$ cat config.mk
export PLATFORM = sky130hd
export DESIGN_NAME = fixed_point_line_stepper
export DESIGN_NICKNAME = d
export VERILOG_FILES = /design/src/design/fpls_pkg.sv /design/src/design/fpls_front.sv /design/src/design/fpls_queue.sv /design/src/design/fpls_back.sv /design/src/design/fixed_point_line_stepper.sv
export SDC_FILE = /design/constraint.sdc
export NUM_CORES = 1
export LEC_CHECK = 0
export BUFFER_PORTS_ARGS = -buffer_cell sky130_fd_sc_hd__buf_2
export CAP_MARGIN = 15
export CORE_ASPECT_RATIO = 1.1
export CORE_MARGIN = 1
export CORE_UTILIZATION = 40
export DETAILED_ROUTE_END_ITERATION = 7
export PLACE_DENSITY = 0.66
export REMOVE_ABC_BUFFERS = 1
export SLEW_MARGIN = 30
export SYNTH_ARGS = -nofsm -noshare
export SYNTH_HDL_FRONTEND = slang
export SYNTH_HIERARCHICAL = 1
export SYNTH_SLANG_ARGS = --single-unit
$ cat constraint.sdc
create_clock -name clk_i -period 5.8 [get_ports clk_i]
set_clock_uncertainty 0.05 [all_clocks]
set_input_delay 1.74 -clock clk_i [delete_from_list [all_inputs] [get_ports clk_i]]
set_output_delay 1.74 -clock clk_i [all_outputs]
set_load 0.01 [all_outputs]
$ cat src/design/fpls_pkg.sv
// Shared types and constants of the fixed-point line stepper.
`default_nettype none
package fpls_pkg;

  localparam int COORD_BITS  = 12;
  localparam int FRAC_BITS   = 16;
  localparam int ACC_BITS    = 32;
  localparam int MAJ_BITS    = COORD_BITS + 1;
  localparam int MINOR_BITS  = ACC_BITS - FRAC_BITS;
  localparam int COLOR_BITS  = 24;
  localparam int SCR_BITS    = 12;
  localparam int QUO_BITS    = FRAC_BITS + 1;
  localparam int CNT_BITS    = $clog2(FRAC_BITS + 1);
  localparam int QUEUE_DEPTH = 2;
  localparam int QPTR_BITS   = $clog2(QUEUE_DEPTH);
  localparam int QCNT_BITS   = $clog2(QUEUE_DEPTH + 1);
  localparam int CFG_IDX_BITS = 1;

  localparam logic [SCR_BITS-1:0] SCREEN_WIDTH_RST  = SCR_BITS'(640);
  localparam logic [SCR_BITS-1:0] SCREEN_HEIGHT_RST = SCR_BITS'(480);

  localparam logic [CFG_IDX_BITS-1:0] REG_SCREEN_WIDTH  = CFG_IDX_BITS'(0);
  localparam logic [CFG_IDX_BITS-1:0] REG_SCREEN_HEIGHT = CFG_IDX_BITS'(1);

  typedef enum logic [0:0] {
    CMD_START   = 1'b0,
    CMD_ADVANCE = 1'b1
  } cmd_e;

  typedef enum logic [1:0] {
    ST_RUN = 2'b01,
    ST_DIV = 2'b10
  } back_state_e;

  // One classified command as it sits in the queue.
  typedef struct packed {
    cmd_e                          cmd;
    logic                          y_major;
    logic                          descending;
    logic                          neg_step;
    logic signed [COORD_BITS-1:0]  major_start;
    logic signed [COORD_BITS-1:0]  major_stop;
    logic signed [COORD_BITS-1:0]  minor_start;
    logic [COORD_BITS-1:0]         short_mag;
    logic [COORD_BITS-1:0]         long_mag;
    logic [COLOR_BITS-1:0]         color;
  } job_t;

endpackage
`default_nettype wire

$ cat src/design/fpls_front.sv
// Front end: classifies an incoming command and works out the line geometry.
`default_nettype none
module fpls_front (
  input  logic                                   cmd_i,
  input  logic signed [fpls_pkg::COORD_BITS-1:0] start_x_i,
  input  logic signed [fpls_pkg::COORD_BITS-1:0] start_y_i,
  input  logic signed [fpls_pkg::COORD_BITS-1:0] end_x_i,
  input  logic signed [fpls_pkg::COORD_BITS-1:0] end_y_i,
  input  logic [fpls_pkg::COLOR_BITS-1:0]        line_color_i,
  output fpls_pkg::job_t                         job_o
);

  logic [fpls_pkg::MAJ_BITS-1:0]   dx, dy, short_d, long_d;
  logic [fpls_pkg::MAJ_BITS-1:0]   dx_neg, dy_neg;
  logic [fpls_pkg::COORD_BITS-1:0] adx, ady;
  logic                            y_major;

  always_comb begin
    dx = {end_x_i[fpls_pkg::COORD_BITS-1], end_x_i} -
         {start_x_i[fpls_pkg::COORD_BITS-1], start_x_i};
    dy = {end_y_i[fpls_pkg::COORD_BITS-1], end_y_i} -
         {start_y_i[fpls_pkg::COORD_BITS-1], start_y_i};
    dx_neg = -dx;
    dy_neg = -dy;
    adx = dx[fpls_pkg::MAJ_BITS-1] ? dx_neg[fpls_pkg::COORD_BITS-1:0]
                                   : dx[fpls_pkg::COORD_BITS-1:0];
    ady = dy[fpls_pkg::MAJ_BITS-1] ? dy_neg[fpls_pkg::COORD_BITS-1:0]
                                   : dy[fpls_pkg::COORD_BITS-1:0];
    y_major = ady > adx;
    short_d = y_major ? dx : dy;
    long_d  = y_major ? dy : dx;

    job_o.cmd         = fpls_pkg::cmd_e'(cmd_i);
    job_o.y_major     = y_major;
    job_o.descending  = long_d[fpls_pkg::MAJ_BITS-1] || (long_d == '0);
    job_o.neg_step    = short_d[fpls_pkg::MAJ_BITS-1] ^ long_d[fpls_pkg::MAJ_BITS-1];
    job_o.major_start = y_major ? start_y_i : start_x_i;
    job_o.major_stop  = y_major ? end_y_i : end_x_i;
    job_o.minor_start = y_major ? start_x_i : start_y_i;
    job_o.short_mag   = y_major ? adx : ady;
    job_o.long_mag    = y_major ? ady : adx;
    job_o.color       = line_color_i;
  end

endmodule
`default_nettype wire

$ cat src/design/fpls_queue.sv
// Short command queue between the front end and the stepping engine.
`default_nettype none
module fpls_queue (
  input  logic           clk_i,
  input  logic           rst_ni,
  input  logic           push_i,
  input  fpls_pkg::job_t job_i,
  output logic           full_o,
  output logic           valid_o,
  output fpls_pkg::job_t job_o,
  input  logic           pop_i
);

  fpls_pkg::job_t                     entry_q [fpls_pkg::QUEUE_DEPTH];
  logic [fpls_pkg::QPTR_BITS-1:0]     wptr_q, wptr_d, rptr_q, rptr_d;
  logic [fpls_pkg::QCNT_BITS-1:0]     count_q, count_d;

  assign full_o  = (count_q == fpls_pkg::QCNT_BITS'(fpls_pkg::QUEUE_DEPTH));
  assign valid_o = (count_q != '0);
  assign job_o   = entry_q[rptr_q];

  always_comb begin
    wptr_d  = wptr_q;
    rptr_d  = rptr_q;
    count_d = count_q;
    if (push_i) begin
      wptr_d = (wptr_q == fpls_pkg::QPTR_BITS'(fpls_pkg::QUEUE_DEPTH - 1)) ? '0
                                                                           : wptr_q + 1'b1;
    end
    if (pop_i) begin
      rptr_d = (rptr_q == fpls_pkg::QPTR_BITS'(fpls_pkg::QUEUE_DEPTH - 1)) ? '0
                                                                           : rptr_q + 1'b1;
    end
    if (push_i && !pop_i) begin
      count_d = count_q + 1'b1;
    end else if (pop_i && !push_i) begin
      count_d = count_q - 1'b1;
    end
  end

  always_ff @(posedge clk_i or negedge rst_ni) begin
    if (!rst_ni) begin
      wptr_q  <= '0;
      rptr_q  <= '0;
      count_q <= '0;
    end else begin
      wptr_q  <= wptr_d;
      rptr_q  <= rptr_d;
      count_q <= count_d;
    end
  end

  always_ff @(posedge clk_i) begin
    if (push_i) begin
      entry_q[wptr_q] <= job_i;
    end
  end

endmodule
`default_nettype wire

$ cat src/design/fpls_back.sv
// Stepping engine: step divider at line start, DDA walk and pixel output register.
`default_nettype none
module fpls_back (
  input  logic                                   clk_i,
  input  logic                                   rst_ni,
  input  logic                                   job_valid_i,
  input  fpls_pkg::job_t                         job_i,
  output logic                                   job_pop_o,
  input  logic [fpls_pkg::SCR_BITS-1:0]          screen_width_i,
  input  logic [fpls_pkg::SCR_BITS-1:0]          screen_height_i,
  output logic                                   out_valid_o,
  input  logic                                   out_stall_i,
  output logic signed [fpls_pkg::COORD_BITS-1:0] pixel_x_o,
  output logic signed [fpls_pkg::COORD_BITS-1:0] pixel_y_o,
  output logic [fpls_pkg::COLOR_BITS-1:0]        pixel_color_o,
  output logic                                   on_screen_o,
  output logic                                   last_pixel_o
);

  localparam int CB = fpls_pkg::COORD_BITS;
  localparam int MB = fpls_pkg::MAJ_BITS;
  localparam int NB = fpls_pkg::MINOR_BITS;
  localparam int AB = fpls_pkg::ACC_BITS;
  localparam int QB = fpls_pkg::QUO_BITS;

  fpls_pkg::back_state_e state_q, state_d;
  logic                  line_active_q, line_active_d;
  logic                  out_valid_q, out_valid_d;
  logic [fpls_pkg::CNT_BITS-1:0] cnt_q, cnt_d;

  // Line state (no reset needed: gated by line_active_q)
  logic                  y_major_q, descending_q, neg_q;
  logic [MB-1:0]         pos_q, pos_d, end_q;
  logic [AB-1:0]         acc_q, acc_d, step_q, step_d;
  logic [fpls_pkg::COLOR_BITS-1:0] color_q;
  logic [CB-1:0]         div_q, rem_q, rem_d;
  logic [QB-1:0]         quo_q, quo_d;

  // Output payload
  logic [CB-1:0]         px_q, py_q;
  logic [fpls_pkg::COLOR_BITS-1:0] pcol_q;
  logic                  vis_q, last_q;

  logic                  out_free, take, start, emit, div_last;
  logic [CB:0]           rem_sh, rem_sub;
  logic                  ge;
  logic [QB-1:0]         quo_mag;
  logic [AB-1:0]         step_mag;
  logic [NB-1:0]         minor, pos_ext, px_full, py_full;
  logic                  vis, last;
  logic                  int_ge;

  always_comb begin
    out_free = !out_valid_q || !out_stall_i;
    take  = (state_q == fpls_pkg::ST_RUN) && job_valid_i &&
            ((job_i.cmd == fpls_pkg::CMD_START) || !line_active_q || out_free);
    start = take && (job_i.cmd == fpls_pkg::CMD_START);
    emit  = take && (job_i.cmd == fpls_pkg::CMD_ADVANCE) && line_active_q;

    // one fractional quotient bit per cycle
    rem_sh  = {rem_q, 1'b0};
    ge      = rem_sh >= {1'b0, div_q};
    rem_sub = rem_sh - {1'b0, div_q};
    div_last = (state_q == fpls_pkg::ST_DIV) && (cnt_q == fpls_pkg::CNT_BITS'(1));
    quo_mag  = (div_q == '0) ? '0 : {quo_q[QB-2:0], ge};
    step_mag = {{(AB-QB){1'b0}}, quo_mag};

    // pixel at the current position
    minor   = acc_q[AB-1 -: NB];
    pos_ext = {{(NB-MB){pos_q[MB-1]}}, pos_q};
    px_full = y_major_q ? minor : pos_ext;
    py_full = y_major_q ? pos_ext : minor;
    vis = !px_full[NB-1] && (px_full[NB-2:0] < {{(NB-1-fpls_pkg::SCR_BITS){1'b0}}, screen_width_i})
       && !py_full[NB-1] && (py_full[NB-2:0] < {{(NB-1-fpls_pkg::SCR_BITS){1'b0}}, screen_height_i});
    last = (pos_q == end_q);

    int_ge = job_i.short_mag >= job_i.long_mag;

    state_d       = state_q;
    line_active_d = line_active_q;
    cnt_d         = cnt_q;
    pos_d         = pos_q;
    acc_d         = acc_q;
    step_d        = step_q;
    rem_d         = rem_q;
    quo_d         = quo_q;
    out_valid_d   = out_valid_q && out_stall_i;

    unique case (state_q)
      fpls_pkg::ST_RUN: begin
        if (start) begin
          state_d       = fpls_pkg::ST_DIV;
          line_active_d = 1'b1;
          cnt_d         = fpls_pkg::CNT_BITS'(fpls_pkg::FRAC_BITS);
          pos_d         = {job_i.major_start[CB-1], job_i.major_start};
          acc_d         = {{(NB-CB){job_i.minor_start[CB-1]}}, job_i.minor_start,
                           1'b1, {(fpls_pkg::FRAC_BITS-1){1'b0}}};
          // integer quotient bit: short magnitude never exceeds long magnitude
          quo_d         = {{(QB-1){1'b0}}, int_ge};
          rem_d         = int_ge ? job_i.short_mag - job_i.long_mag : job_i.short_mag;
        end else if (emit) begin
          out_valid_d   = 1'b1;
          pos_d         = descending_q ? pos_q - 1'b1 : pos_q + 1'b1;
          acc_d         = descending_q ? acc_q - step_q : acc_q + step_q;
          line_active_d = !last;
        end
      end
      fpls_pkg::ST_DIV: begin
        rem_d = ge ? rem_sub[CB-1:0] : rem_sh[CB-1:0];
        quo_d = {quo_q[QB-2:0], ge};
        cnt_d = cnt_q - 1'b1;
        if (div_last) begin
          state_d = fpls_pkg::ST_RUN;
          step_d  = neg_q ? -step_mag : step_mag;
        end
      end
      default: state_d = fpls_pkg::ST_RUN;
    endcase
  end

  assign job_pop_o = take;

  always_ff @(posedge clk_i or negedge rst_ni) begin
    if (!rst_ni) begin
      state_q       <= fpls_pkg::ST_RUN;
      line_active_q <= 1'b0;
      out_valid_q   <= 1'b0;
      cnt_q         <= '0;
    end else begin
      state_q       <= state_d;
      line_active_q <= line_active_d;
      out_valid_q   <= out_valid_d;
      cnt_q         <= cnt_d;
    end
  end

  always_ff @(posedge clk_i) begin
    pos_q  <= pos_d;
    acc_q  <= acc_d;
    step_q <= step_d;
    rem_q  <= rem_d;
    quo_q  <= quo_d;
    if (start) begin
      y_major_q    <= job_i.y_major;
      descending_q <= job_i.descending;
      neg_q        <= job_i.neg_step;
      end_q        <= {job_i.major_stop[CB-1], job_i.major_stop};
      color_q      <= job_i.color;
      div_q        <= job_i.long_mag;
    end
    if (emit) begin
      px_q   <= px_full[CB-1:0];
      py_q   <= py_full[CB-1:0];
      pcol_q <= color_q;
      vis_q  <= vis;
      last_q <= last;
    end
  end

  assign out_valid_o   = out_valid_q;
  assign pixel_x_o     = px_q;
  assign pixel_y_o     = py_q;
  assign pixel_color_o = pcol_q;
  assign on_screen_o   = vis_q;
  assign last_pixel_o  = last_q;

endmodule
`default_nettype wire

$ cat src/design/fixed_point_line_stepper.sv
// Fixed-point DDA line stepper, top level.
//
// Input channel (in_valid_i / in_stall_o): a transaction with cmd_i = start
// loads two signed endpoints and a color; cmd_i = advance asks for the next
// pixel of the current line. Commands land in a two-entry queue, so the
// input side only stalls when that queue is full.
// Output channel (out_valid_o / out_stall_i): one pixel transaction per
// advance on an active line, with on_screen_o and last_pixel_o flags.
// Advances on an idle line and start commands produce no output.
// One pixel per cycle while advances stream in and the output is not stalled.
// A start command occupies the engine while the step divider produces one
// quotient bit per cycle. An accepted advance passes the queue entry, then
// the pixel output register. A stalled output holds its pixel; the engine
// stops at the next advance that would make a pixel, the queue fills behind
// it and in_stall_o rises. Reset empties the queue, ends any line and loads
// the screen size 640 x 480. Configuration (cfg_we_i, cfg_index_i, cfg_data_i)
// must be written by the user only while idle; the block does not enforce it.
`default_nettype none
module fixed_point_line_stepper (
  input  logic                                       clk_i,
  input  logic                                       rst_ni,
  input  logic                                       cfg_we_i,
  input  logic [fpls_pkg::CFG_IDX_BITS-1:0]          cfg_index_i,
  input  logic [fpls_pkg::SCR_BITS-1:0]              cfg_data_i,
  input  logic                                       in_valid_i,
  output logic                                       in_stall_o,
  input  logic                                       cmd_i,
  input  logic signed [fpls_pkg::COORD_BITS-1:0]     start_x_i,
  input  logic signed [fpls_pkg::COORD_BITS-1:0]     start_y_i,
  input  logic signed [fpls_pkg::COORD_BITS-1:0]     end_x_i,
  input  logic signed [fpls_pkg::COORD_BITS-1:0]     end_y_i,
  input  logic [fpls_pkg::COLOR_BITS-1:0]            line_color_i,
  output logic                                       out_valid_o,
  input  logic                                       out_stall_i,
  output logic signed [fpls_pkg::COORD_BITS-1:0]     pixel_x_o,
  output logic signed [fpls_pkg::COORD_BITS-1:0]     pixel_y_o,
  output logic [fpls_pkg::COLOR_BITS-1:0]            pixel_color_o,
  output logic                                       on_screen_o,
  output logic                                       last_pixel_o
);

  logic [fpls_pkg::SCR_BITS-1:0] screen_width_q, screen_height_q;
  fpls_pkg::job_t                front_job, queue_job;
  logic                          queue_full, queue_valid, queue_pop, push;

  always_ff @(posedge clk_i or negedge rst_ni) begin
    if (!rst_ni) begin
      screen_width_q  <= fpls_pkg::SCREEN_WIDTH_RST;
      screen_height_q <= fpls_pkg::SCREEN_HEIGHT_RST;
    end else if (cfg_we_i) begin
      unique case (cfg_index_i)
        fpls_pkg::REG_SCREEN_WIDTH:  screen_width_q  <= cfg_data_i;
        fpls_pkg::REG_SCREEN_HEIGHT: screen_height_q <= cfg_data_i;
        default: ;
      endcase
    end
  end

  assign push       = in_valid_i && !queue_full;
  assign in_stall_o = queue_full;

  fpls_front u_front (
    .cmd_i        (cmd_i),
    .start_x_i    (start_x_i),
    .start_y_i    (start_y_i),
    .end_x_i      (end_x_i),
    .end_y_i      (end_y_i),
    .line_color_i (line_color_i),
    .job_o        (front_job)
  );

  fpls_queue u_queue (
    .clk_i   (clk_i),
    .rst_ni  (rst_ni),
    .push_i  (push),
    .job_i   (front_job),
    .full_o  (queue_full),
    .valid_o (queue_valid),
    .job_o   (queue_job),
    .pop_i   (queue_pop)
  );

  fpls_back u_back (
    .clk_i           (clk_i),
    .rst_ni          (rst_ni),
    .job_valid_i     (queue_valid),
    .job_i           (queue_job),
    .job_pop_o       (queue_pop),
    .screen_width_i  (screen_width_q),
    .screen_height_i (screen_height_q),
    .out_valid_o     (out_valid_o),
    .out_stall_i     (out_stall_i),
    .pixel_x_o       (pixel_x_o),
    .pixel_y_o       (pixel_y_o),
    .pixel_color_o   (pixel_color_o),
    .on_screen_o     (on_screen_o),
    .last_pixel_o    (last_pixel_o)
  );

endmodule
`default_nettype wire

==> results of run 1 <==
[sequential cells by signal, indices dropped and copies added, names as in the netlist, 2 cells and up]
register	count
screen_height_q	12
screen_width_q	12
u_back/acc_q	32
u_back/cnt_q	5
u_back/color_q	24
u_back/div_q	12
u_back/end_q	12
u_back/pixel_color_o	24
u_back/pixel_x_o	12
u_back/pixel_y_o	12
u_back/pos_q	13
u_back/quo_q	16
u_back/rem_q	12
u_back/state_q	2
u_back/step_q	32
u_queue/count_q	2
u_queue/entry_q	176
[stage by stage]
stage / worst slack [ns] / power (mW) / cells / cell area (µm²) / utilization
after floorplan: -1.62 / 11.7 / 1925 / 23200 / -
after global placement: -0.601 / 13.9 / 2975 / 26100 / 0.445
after detailed placement: -0.715 / 14.2 / 2975 / 26100 / 0.445
after CTS: 0.0206 / 17.1 / 3056 / 27600 / 0.470
after global routing: -0.0244 / 18.6 / 3070 / 28000 / 0.477
final: 0.0876 / 17.5 / 3070 / 28000 / 0.477
[how the worst min path moves through the flow]
stage                            startpoint                      end  slack [ns]  cells past startpoint
after detailed placement  u_back/color_q[5]  u_back/pixel_color_o[5]        0.35                      0
after CTS                 u_back/color_q[5]  u_back/pixel_color_o[5]        0.37                      0
after floorplan           u_back/color_q[0]  u_back/pixel_color_o[0]        0.35                      0
final                     u_back/color_q[5]  u_back/pixel_color_o[5]        0.36                      0
after global placement    u_back/color_q[6]  u_back/pixel_color_o[6]        0.35                      0
after global routing      u_back/color_q[4]  u_back/pixel_color_o[4]        0.38                      0
[synth_stat cells (all sizes together) (5+ instances only)]
library cell and number:
a211oi 19, a21boi 7, a21o 29, a21oi 131, a31oi 22, and2 25
and3 15, buf 56, clkbuf 42, dfrtp 30, dfstp 7, edfxtp 382
fa 6, ha 131, inv 139, mux2 148, mux2i 41, nand2 110
nand2b 12, nand3 24, nand4 17, nor2 129, nor2b 27, nor3 47
nor4 18, o2111ai 9, o211ai 7, o21a 14, o21ai 108, o21bai 6
o31ai 9, o41ai 11, or2 12, or3 27, or4 5, xnor2 84
xor2 52
[logic make-up (layout without fill, tap and decap cells)]
group                    Yosys count  count (layout)
AO/OA/AOI/OAI                    419             419
XOR/XNOR                         136             136
adder cells (fa/ha/maj)          137             137
buffers and inverters            238             523
flip-flops                       419             419
multiplexers                     189             189
other                              0               2
AND/OR/NAND/NOR                  485             485
[layout make-up]
type                    instances  area [µm²]  share of cell area
clock buffers                  54        1170              0.0418
repair buffers                302        2080              0.0743
diodes                          2        5.00            0.000179
flip-flops and latches        419       12400               0.443
well taps                     760         951              0.0340
inverters                     140         529              0.0189
multi-input cells            1366       10600               0.377
clock inverters                27         290              0.0104
[what timing repair did]
action | in CTS | in global routing
gates cloned | 0 | 3
resized for setup | 6 | 56
pin swaps | 0 | 18
hold endpoints to repair | 0 | 0
endpoints found under the setup margin | 82 | 122
buffers inserted | 0 | 8
[layer usage]
metal | part of all wire | wire, µm
met4 | 0.021 | 1180
met1 | 0.43 | 24000
met5 | 0 | 0
met3 | 0.038 | 2110
met2 | 0.51 | 28500
[power by group through the flow]
stage	logic (mW)	clock network [mW]	registers, mW
after floorplan	5.91	0	5.80
after global placement	8.06	0	5.79
after detailed placement	8.32	0	5.84
after CTS	8.39	2.96	5.79
after global routing	9.65	3.06	5.89
final	8.79	2.88	5.78
==> results.ini, run 1 <==
[cts]
clockBufferDepth = 3
clock_sinks = 419
clkTransAtPathRegs_ns = 0.06
clk_latency_ns = 0.58
cts_tree = built
clock_tree.root_cell = clkbuf_16
postCtsHoldBufs = 0
h-tree-depth = 2
cts-buffers-inserted = 45

[global_route]
grt_use_met1 = 0.231
grt_remaining_overflow = 0
grtUsageMet3 = 0.0239
track_usage = 0.181
grt_pass1_wl_mm = 86.8
antenna_found_initial = 2
grt_pass1_vias = 16500
grt_use_met2 = 0.319
grt_max_degree = 89
grt-busiest-layer = met2

[synth]
synth_cell_types = 103
synth_xor_area_frac = 0.0507
yosys.area_share.simple = 0.104
synth_area_leader_cell = edfxtp_1
synth.area.top_cells = edfxtp_1 (48%), ha_1 (6.9%), mux2_2 (6.1%)
synth_top_family_by_area = compound AO/OA/AOI/OAI gates
synth_top_area_share = 0.482
synthArstFlopShare = 0.0883
synth-edff-count = 382
synthMuxAreaShare = 0.0904
syn_area_per_cell_um2 = 11.8
synth_ff_type = edfxtp_1
yosys.area_share.adder = 0.0739
yosys_warnings = 6
syn_inst = 2023
syn_area_um2 = 23800
yosysSeqAreaShare = 0.521
synth_seq_cells = 419
synth_compound_area_frac = 0.114

[power_and_ir_drop]
powerDensity_nw_per_um2 = 624
p_leak_nw = 11.1
pwr-share-seq = 0.331
p_sw_frac = 0.388
power_frac_comb = 0.504
intPower_mw = 10.7
p_sw_mw = 6.78
max-vdd-ir-drop_mv = 0.356
clkPwrFrac = 0.165

[detailed_routing]
drc_errors = 0
drt_iter0_drc = 1054
ant_nets = 0
drt-wirelength-per-cell_um = 18.2
vias = 16300
vias_per_cell = 5.32
wl_mm = 55.8
first_pass_iters = 5

[cells_and_area]
final_common_cell = edfxtp_1
fillers = 5321
fin_nets = 2502
synthToLayoutAreaGrowth_pct = 17.6
final_cell_mix = edfxtp_1 (382), buf_4 (149), buf_2 (140), inv_1 (134), ha_1 (129)
drive_above_1_share = 0.268

[worst_setup_path]
timing.critical_path.depth = 22
max_stage_delay_ns = 0.41
critical_path_class = primary input to flip-flop
cp_max_fo = 6
r2r_end = u_back/acc_q[25]
slowest_stage = a221o_2
end_kind = flip-flop
endpoint = u_queue/entry_q[0][70]
regToRegSetupSlack_ns = 1.04
crit_path_start_kind = primary input
crit_family = compound AO/OA/AOI/OAI gates
reg2regPathDepth = 14
worstPathBufferInverterCount = 5
startpoint = end_y_i[0]
path_cells = buf_6 > inv_4 > ha_4 > inv_2 > fa_2 > a21o_1 > a221o_2 > a2111oi_4 > nor3_2 > xnor2_2 > a41oi_2 > xnor2_2 > inv_2 > ha_4 > nand4_1 > or3_4 > a21oi_2 > a211oi_2 > o21ai_1 > o21a_4 > buf_12 > mux2_2
reg2reg_from = u_back/step_q[5]
worstPathArrival_ns = 5.98
required_ns = 6.07

[sta]
final-setup-viol-count = 0
fin_setup_tns_ns = 0
slew_headroom = 0.353
hold_ws_ns = 0.364
finalMaxSlewViolations = 0
rsz0062_at_grt = yes
hold_violations = 0
worst_pin_slew_ns = 0.970
max_clock_freq_ghz = 0.175
fin_crit_sh = 0.985
fin_crit_ns = 5.71

[place]
io_buffers = 142
detailed_place_hpwl_mm = 40.6
gp_congestion = 0.897

[die]
io_pins = 143
fp.dieH_um = 258
initial_core_util = 0.406
core_um2 = 58600
rows = 93
dieArea_um2 = 60500
die_w_um = 235

[worst_hold_path]
hold_class = flip-flop to flip-flop

[job]
drv_cap = 0

[run_status]
status = complete, no violations

Power figures use the tool's default switching activity.
==> run 2: changes to the inputs <==
ABC_AREA = 1   (was default)
CTS_BUF_LIST = sky130_fd_sc_hd__clkbuf_16   (was default)
==> results.ini, run 2 <==
[run_status]
status = complete, no violations

[cells_and_area]
drive_above_1_share = 0.142
largest_reg_flops = 176
final_cells = 3776
synthToLayoutAreaGrowth_pct = 11.7
final_common_cell = nand2_1
reg_top3 = u_queue/entry_q x176, u_back/acc_q x32, u_back/step_q x32
top_register = u_queue/entry_q
stdcell_area_um2 = 28100
fin_nets = 3132
final_cell_mix = nand2_1 (732), inv_1 (389), edfxtp_1 (382), nor2_1 (178), nand3_1 (172)
diodes = 0

[cts]
cts_resized = 0
cts-buffers-inserted = 47
clk_latency_ns = 0.61
clkTransAtPathRegs_ns = 0.06
clock_sinks = 419
h-tree-depth = 2
clockBufferDepth = 3
cts_tree = built
postCtsHoldBufs = 0
cts_setup_buffers = 0
clock_tree.root_cell = clkbuf_16

[global_route]
antenna_found_initial = 0
grt_max_degree = 88
grt_pass1_wl_mm = 95.5
track_usage = 0.189
grt_remaining_overflow = 0
grt_pass1_vias = 18100

[synth]
synth_xor_area_frac = 0.0295
yosys.area_share.simple = 0.210
post-synth-top-count-cell = nand2_1
synth_top_family_by_area = simple AND/OR/NAND/NOR gates
syn_area_um2 = 25200
synth_top_area_share = 0.456
synth_seq_cells = 419
yosys_warnings = 6
yosysSeqAreaShare = 0.493
synthMuxAreaShare = 0.0409
synth_area_leader_cell = edfxtp_1
synthArstFlopShare = 0.0883
synth_ff_type = edfxtp_1
synth.area.top_cells = edfxtp_1 (46%), nand2_1 (11%), ha_1 (6.5%)
syn_inst = 2780
synth_cell_types = 53
yosys.area_share.adder = 0.0699
syn_area_per_cell_um2 = 9.05
synth_common_cells = nand2_1 (734), edfxtp_1 (382), inv_1 (376)
synth_compound_area_frac = 0.0770
synth-edff-count = 382

[place]
io_buffers = 142
detailed_place_hpwl_mm = 45.4
dpl_cell_area_um2 = 26600
placedCellCount = 3688
gp_congestion = 0.909

[detailed_routing]
first_pass_iters = 5
ant_nets = 0
drt_iter0_drc = 1319
wl_mm = 60.1
drc_errors = 0
vias = 18900
drt-wirelength-per-cell_um = 15.9
vias_per_cell = 5.01

[worst_setup_path]
crit_path_start_kind = primary input
slowest_stage = fa_1
crit_top_cell = nand2_1
cp_max_fo = 28
worstPathArrival_ns = 5.39
reg2reg_from = u_back/step_q[0]
r2r_end = u_back/acc_q[17]
end_kind = flip-flop
required_ns = 6.09
max_stage_delay_ns = 0.40
critical_path_class = primary input to flip-flop
reg2regPathDepth = 19
regToRegSetupSlack_ns = 2.08

[sta]
slew_headroom = 0.421
worst_pin_slew_ns = 0.866
fin_crit_sh = 0.879
finalMaxSlewViolations = 0
fin_crit_ns = 5.10
max_clock_freq_ghz = 0.196
final-setup-viol-count = 0
rsz0062_at_grt = no
fin_setup_tns_ns = 0
hold_violations = 0

[power_and_ir_drop]
p_leak_nw = 12.5
powerDensity_nw_per_um2 = 604
max-vdd-ir-drop_mv = 0.367

[worst_hold_path]
worstHoldPathCells = 0
hold_path_end = u_back/pixel_color_o[16]
hold_start = u_back/color_q[16]
hold_class = flip-flop to flip-flop

[die]
fp.dieH_um = 265
core_um2 = 62200
die_w_um = 241
io_pins = 143
dieArea_um2 = 63900
rows = 96
initial_core_util = 0.404

[job]
drv_cap = 0

[run 2: cell count changes in the layout (fill, tap and decap cells not counted), moves of 22 or more]
cell	previous run	this run
inv_1	134	389
o21ai_1	7	31
mux2i_1	31	0
and2_1	22	0
xnor2_1	81	31
nand3_1	24	172
nor2_1	128	178
nor2b_1	23	1
nand2_1	108	732
nand2_2	2	24
buf_4	149	21
mux2_2	121	78
o21ai_0	99	144
a21o_1	29	5
[run 2: metal layers]
layer / GRT usage / wire length [µm] / vias up
met1: 0.254 / 27300 / 8872
met5: 0 / 0 / -
met2: 0.318 / 28800 / 441
li1: - / - / 9509
met4: 0.0488 / 1270 / 0
met3: 0.0260 / 2710 / 88
[run 2: worst max-delay path by stage]
| stage | startpoint | end | slack, ns |
|---|---|---|---|
| 6_report | start_x_i[0] | u_queue/entry_q[0][85] | 0.70 |
| 2_1_floorplan | u_queue/rptr_q | u_back/acc_q[0] | -3.76 |
| 5_1_grt | end_x_i[0] | u_queue/entry_q[1][85] | 0.32 |
| 3_5_place_dp | start_x_i[0] | u_queue/entry_q[1][85] | 0.14 |
| 3_3_place_gp | start_x_i[0] | u_queue/entry_q[1][73] | 0.22 |
| 4_1_cts | start_x_i[0] | u_queue/entry_q[1][85] | 0.76 |
[run 2: kinds of logic (layout without fill, tap and decap cells)]
family | Yosys count | count (layout)
buffers and inverters | 476 | 639
adders and majority gates | 137 | 137
muxes | 88 | 88
and+or+nand+nor | 1228 | 1228
DFF | 419 | 419
AOI/OAI and AO/OA | 349 | 349
xor gates and xnor gates | 83 | 83
[run 2: through the flow]
step	power, mW	worst slack (ns)	hold WS (ns)	utilization
2_1_floorplan	11.7	-3.76	0.350	-
3_3_place_gp	13.9	0.219	0.351	0.427
3_5_place_dp	14.1	0.136	0.355	0.427
4_1_cts	17.0	0.757	0.368	0.452
5_1_grt	18.3	0.320	0.370	0.452
6_report	17.0	0.703	0.367	0.452
[run 2: area by class of cell]
type                       instances  area (µm²)
fill                            6093       34100
sequential                       419       12400
multi-input combinational       1885       10800
inverter                         386        1450
clock buffer                      47        1180
tap                              833        1040
timing repair buffer             165         923
clock inverter                    41         339
[run 2: worst max-delay path, delay by kind of cell]
family        cells  cell delay (ns)
xor+xnor          1             0.29
fa+ha+maj         3             0.90
buf+inv           5             0.75
simple gates     20             1.71
[run 2: where the power goes]
| part | leakage (nW) | internal, mW | switching, mW | total, mW |
|---|---|---|---|---|
| combinational | 7.69 | 2.93 | 5.45 | 8.38 |
| clock | 0.792 | 1.67 | 1.24 | 2.90 |
| sequential | 4.01 | 5.12 | 0.556 | 5.68 |
| total | 12.5 | 9.72 | 7.25 | 17.0 |
==> run 3: changes to the inputs <==
SYNTH_HIERARCHICAL = default   (was 1)
==> results.ini, run 3 <==
[run_status]
status = complete, no violations

[synth]
yosys_warnings = 0
synth_top_family_by_area = simple AND/OR/NAND/NOR gates
synth_top_area_share = 0.475
synth.area.top_cells = edfxtp_1 (47%), nand2_1 (13%), ha_1 (6.8%)
synth-edff-count = 382
yosys.area_share.adder = 0.0728
post-synth-top-count-cell = nand2_1
synth_ff_type = edfxtp_1
yosys.area_share.simple = 0.217
synth_common_cells = nand2_1 (840), edfxtp_1 (382), inv_1 (331)
syn_inst = 2748
synth_seq_cells = 419
synthMuxAreaShare = 0.00290
synth_xor_area_frac = 0.0358
syn_area_per_cell_um2 = 8.80
synth_cell_types = 57
yosysSeqAreaShare = 0.513
synth_area_leader_cell = edfxtp_1
synthArstFlopShare = 0.0883
syn_area_um2 = 24200
synth_compound_area_frac = 0.0921

[cells_and_area]
top_register = u_queue.entry_q
diodes = 0
largest_reg_flops = 176
final_core_util = 0.455
final_cell_mix = nand2_1 (839), edfxtp_1 (382), inv_1 (344), o21ai_0 (196), nor2_1 (189)
reg_top3 = u_queue.entry_q x176, u_back.acc_q x32, u_back.step_q x32
final_cells = 3705
final_common_cell = nand2_1
synthToLayoutAreaGrowth_pct = 12.5
stdcell_area_um2 = 27200
fin_nets = 3132
drive_above_1_share = 0.104

[die]
core_um2 = 59700
die_w_um = 236
rows = 94
dieArea_um2 = 61400
initial_core_util = 0.405
io_pins = 143
fp.dieH_um = 260

[sta]
fin_crit_ns = 5.19
rsz0062_at_grt = no
fin_crit_sh = 0.895
slew_headroom = 0.379
hold_violations = 0
final-setup-viol-count = 0
finalMaxSlewViolations = 0
max_clock_freq_ghz = 0.193
worst_pin_slew_ns = 0.930

[global_route]
grt_pass1_vias = 17900
grt_max_degree = 56
track_usage = 0.192
antenna_found_initial = 0
grt_pass1_wl_mm = 93.8
grt_remaining_overflow = 0

[detailed_routing]
drt-wirelength-per-cell_um = 15.8
vias = 18400
first_pass_iters = 7
vias_per_cell = 4.96
drt_iter0_drc = 1290
ant_nets = 0
drc_errors = 0
wl_mm = 58.7

[cts]
cts_tree = built
clockBufferDepth = 3
cts_setup_buffers = 0
clock_sinks = 419
postCtsHoldBufs = 0
clk_latency_ns = 0.57
clkTransAtPathRegs_ns = 0.06
h-tree-depth = 2
clock_tree.root_cell = clkbuf_16
cts-buffers-inserted = 43
cts_resized = 0

[place]
detailed_place_hpwl_mm = 44.5
placedCellCount = 3627
io_buffers = 142
gp_congestion = 0.913
dpl_cell_area_um2 = 25900

[power_and_ir_drop]
power.total_mw = 16.5
p_leak_nw = 12.3
max-vdd-ir-drop_mv = 0.444
powerDensity_nw_per_um2 = 606

[worst_setup_path]
crit_path_start_kind = primary input
regToRegSetupSlack_ns = 1.99
cp_max_fo = 23
critical_path_class = primary input to flip-flop
path_cells = buf_2 > ha_1 > fa_1 > inv_1 > nand2_1 > nand2_1 > nand4_1 > nand2_1 > nand2_1 > nand2_1 > nand2_1 > nand2_2 > inv_2 > o21ai_0 > nand2_1 > ha_1 > nand4_1 > nor2_1 > nand4_1 > nand2_2 > buf_4 > buf_4 > o21ai_0
worstPathArrival_ns = 5.44
crit_top_cell = nand2_1
max_stage_delay_ns = 0.39
end_kind = flip-flop
required_ns = 6.05
slowest_stage = fa_1

[job]
drv_cap = 0

[worst_hold_path]
hold_class = flip-flop to flip-flop

run 3: worst max-delay path, delay by kind of cell:
family                     cells  cell delay (ns)
AOI/OAI and AO/OA              2             0.49
adders and majority gates      3             0.93
and+or+nand+nor               13             1.36
buffers and inverters          5             0.89
run 3: worst paths after layout:
path,from,to,cells after the start
max in group asynchronous,rst_ni,u_queue.rptr_q,1
min in group asynchronous,rst_ni,screen_width_q[11],1
hold reg to reg,u_back.color_q[22],u_back.pixel_color_o[22],0
setup / recovery,start_x_i[0],u_queue.entry_q[0][54],23
hold / removal,u_back.color_q[22],u_back.pixel_color_o[22],0
setup reg to reg,u_queue.rptr_q,u_back.rem_q[11],14
run 3: layout make-up:
cell class / count / area, µm²
Clock buffer: 43 / 1080
Clock inverter: 35 / 225
Fill cell: 5696 / 32600
Inverter: 342 / 1280
Multi-Input combinational cell: 1917 / 10200
Sequential cell: 419 / 12400
Tap cell: 768 / 961
Timing Repair Buffer: 181 / 1040
run 3: metal layers:
layer,global-route usage,vias to the layer above,part of all wire
li1,-,9470,-
met1,0.246,8483,0.44
met2,0.337,342,0.49
met3,0.0247,99,0.037
met4,0.0619,0,0.027
met5,0,-,0
run 3: cell families after synthesis:
kind of cell / Yosys count
buffers and inverters: 412
AO/OA/AOI/OAI: 406
XOR/XNOR: 98
flip-flops: 419
multiplexers: 7
AND/OR/NAND/NOR: 1269
adder cells (fa/ha/maj): 137
run 3: power breakdown:
part | switching [mW] | leakage, nW | internal [mW]
logic | 5.40 | 7.63 | 2.80
clock network | 1.15 | 0.693 | 1.44
registers | 0.529 | 4.01 | 5.16
total | 7.08 | 12.3 | 9.40
run 3: per-stage QoR:
stage               setup TNS [ns]  setup slack (ns)  hold slack [ns]
CTS                              0             0.620            0.370
global placement                 0            0.0573            0.351
global route                     0             0.318            0.375
detailed placement               0            0.0147            0.355
floorplan                  -196.85             -1.18            0.350
finish                           0             0.610            0.370
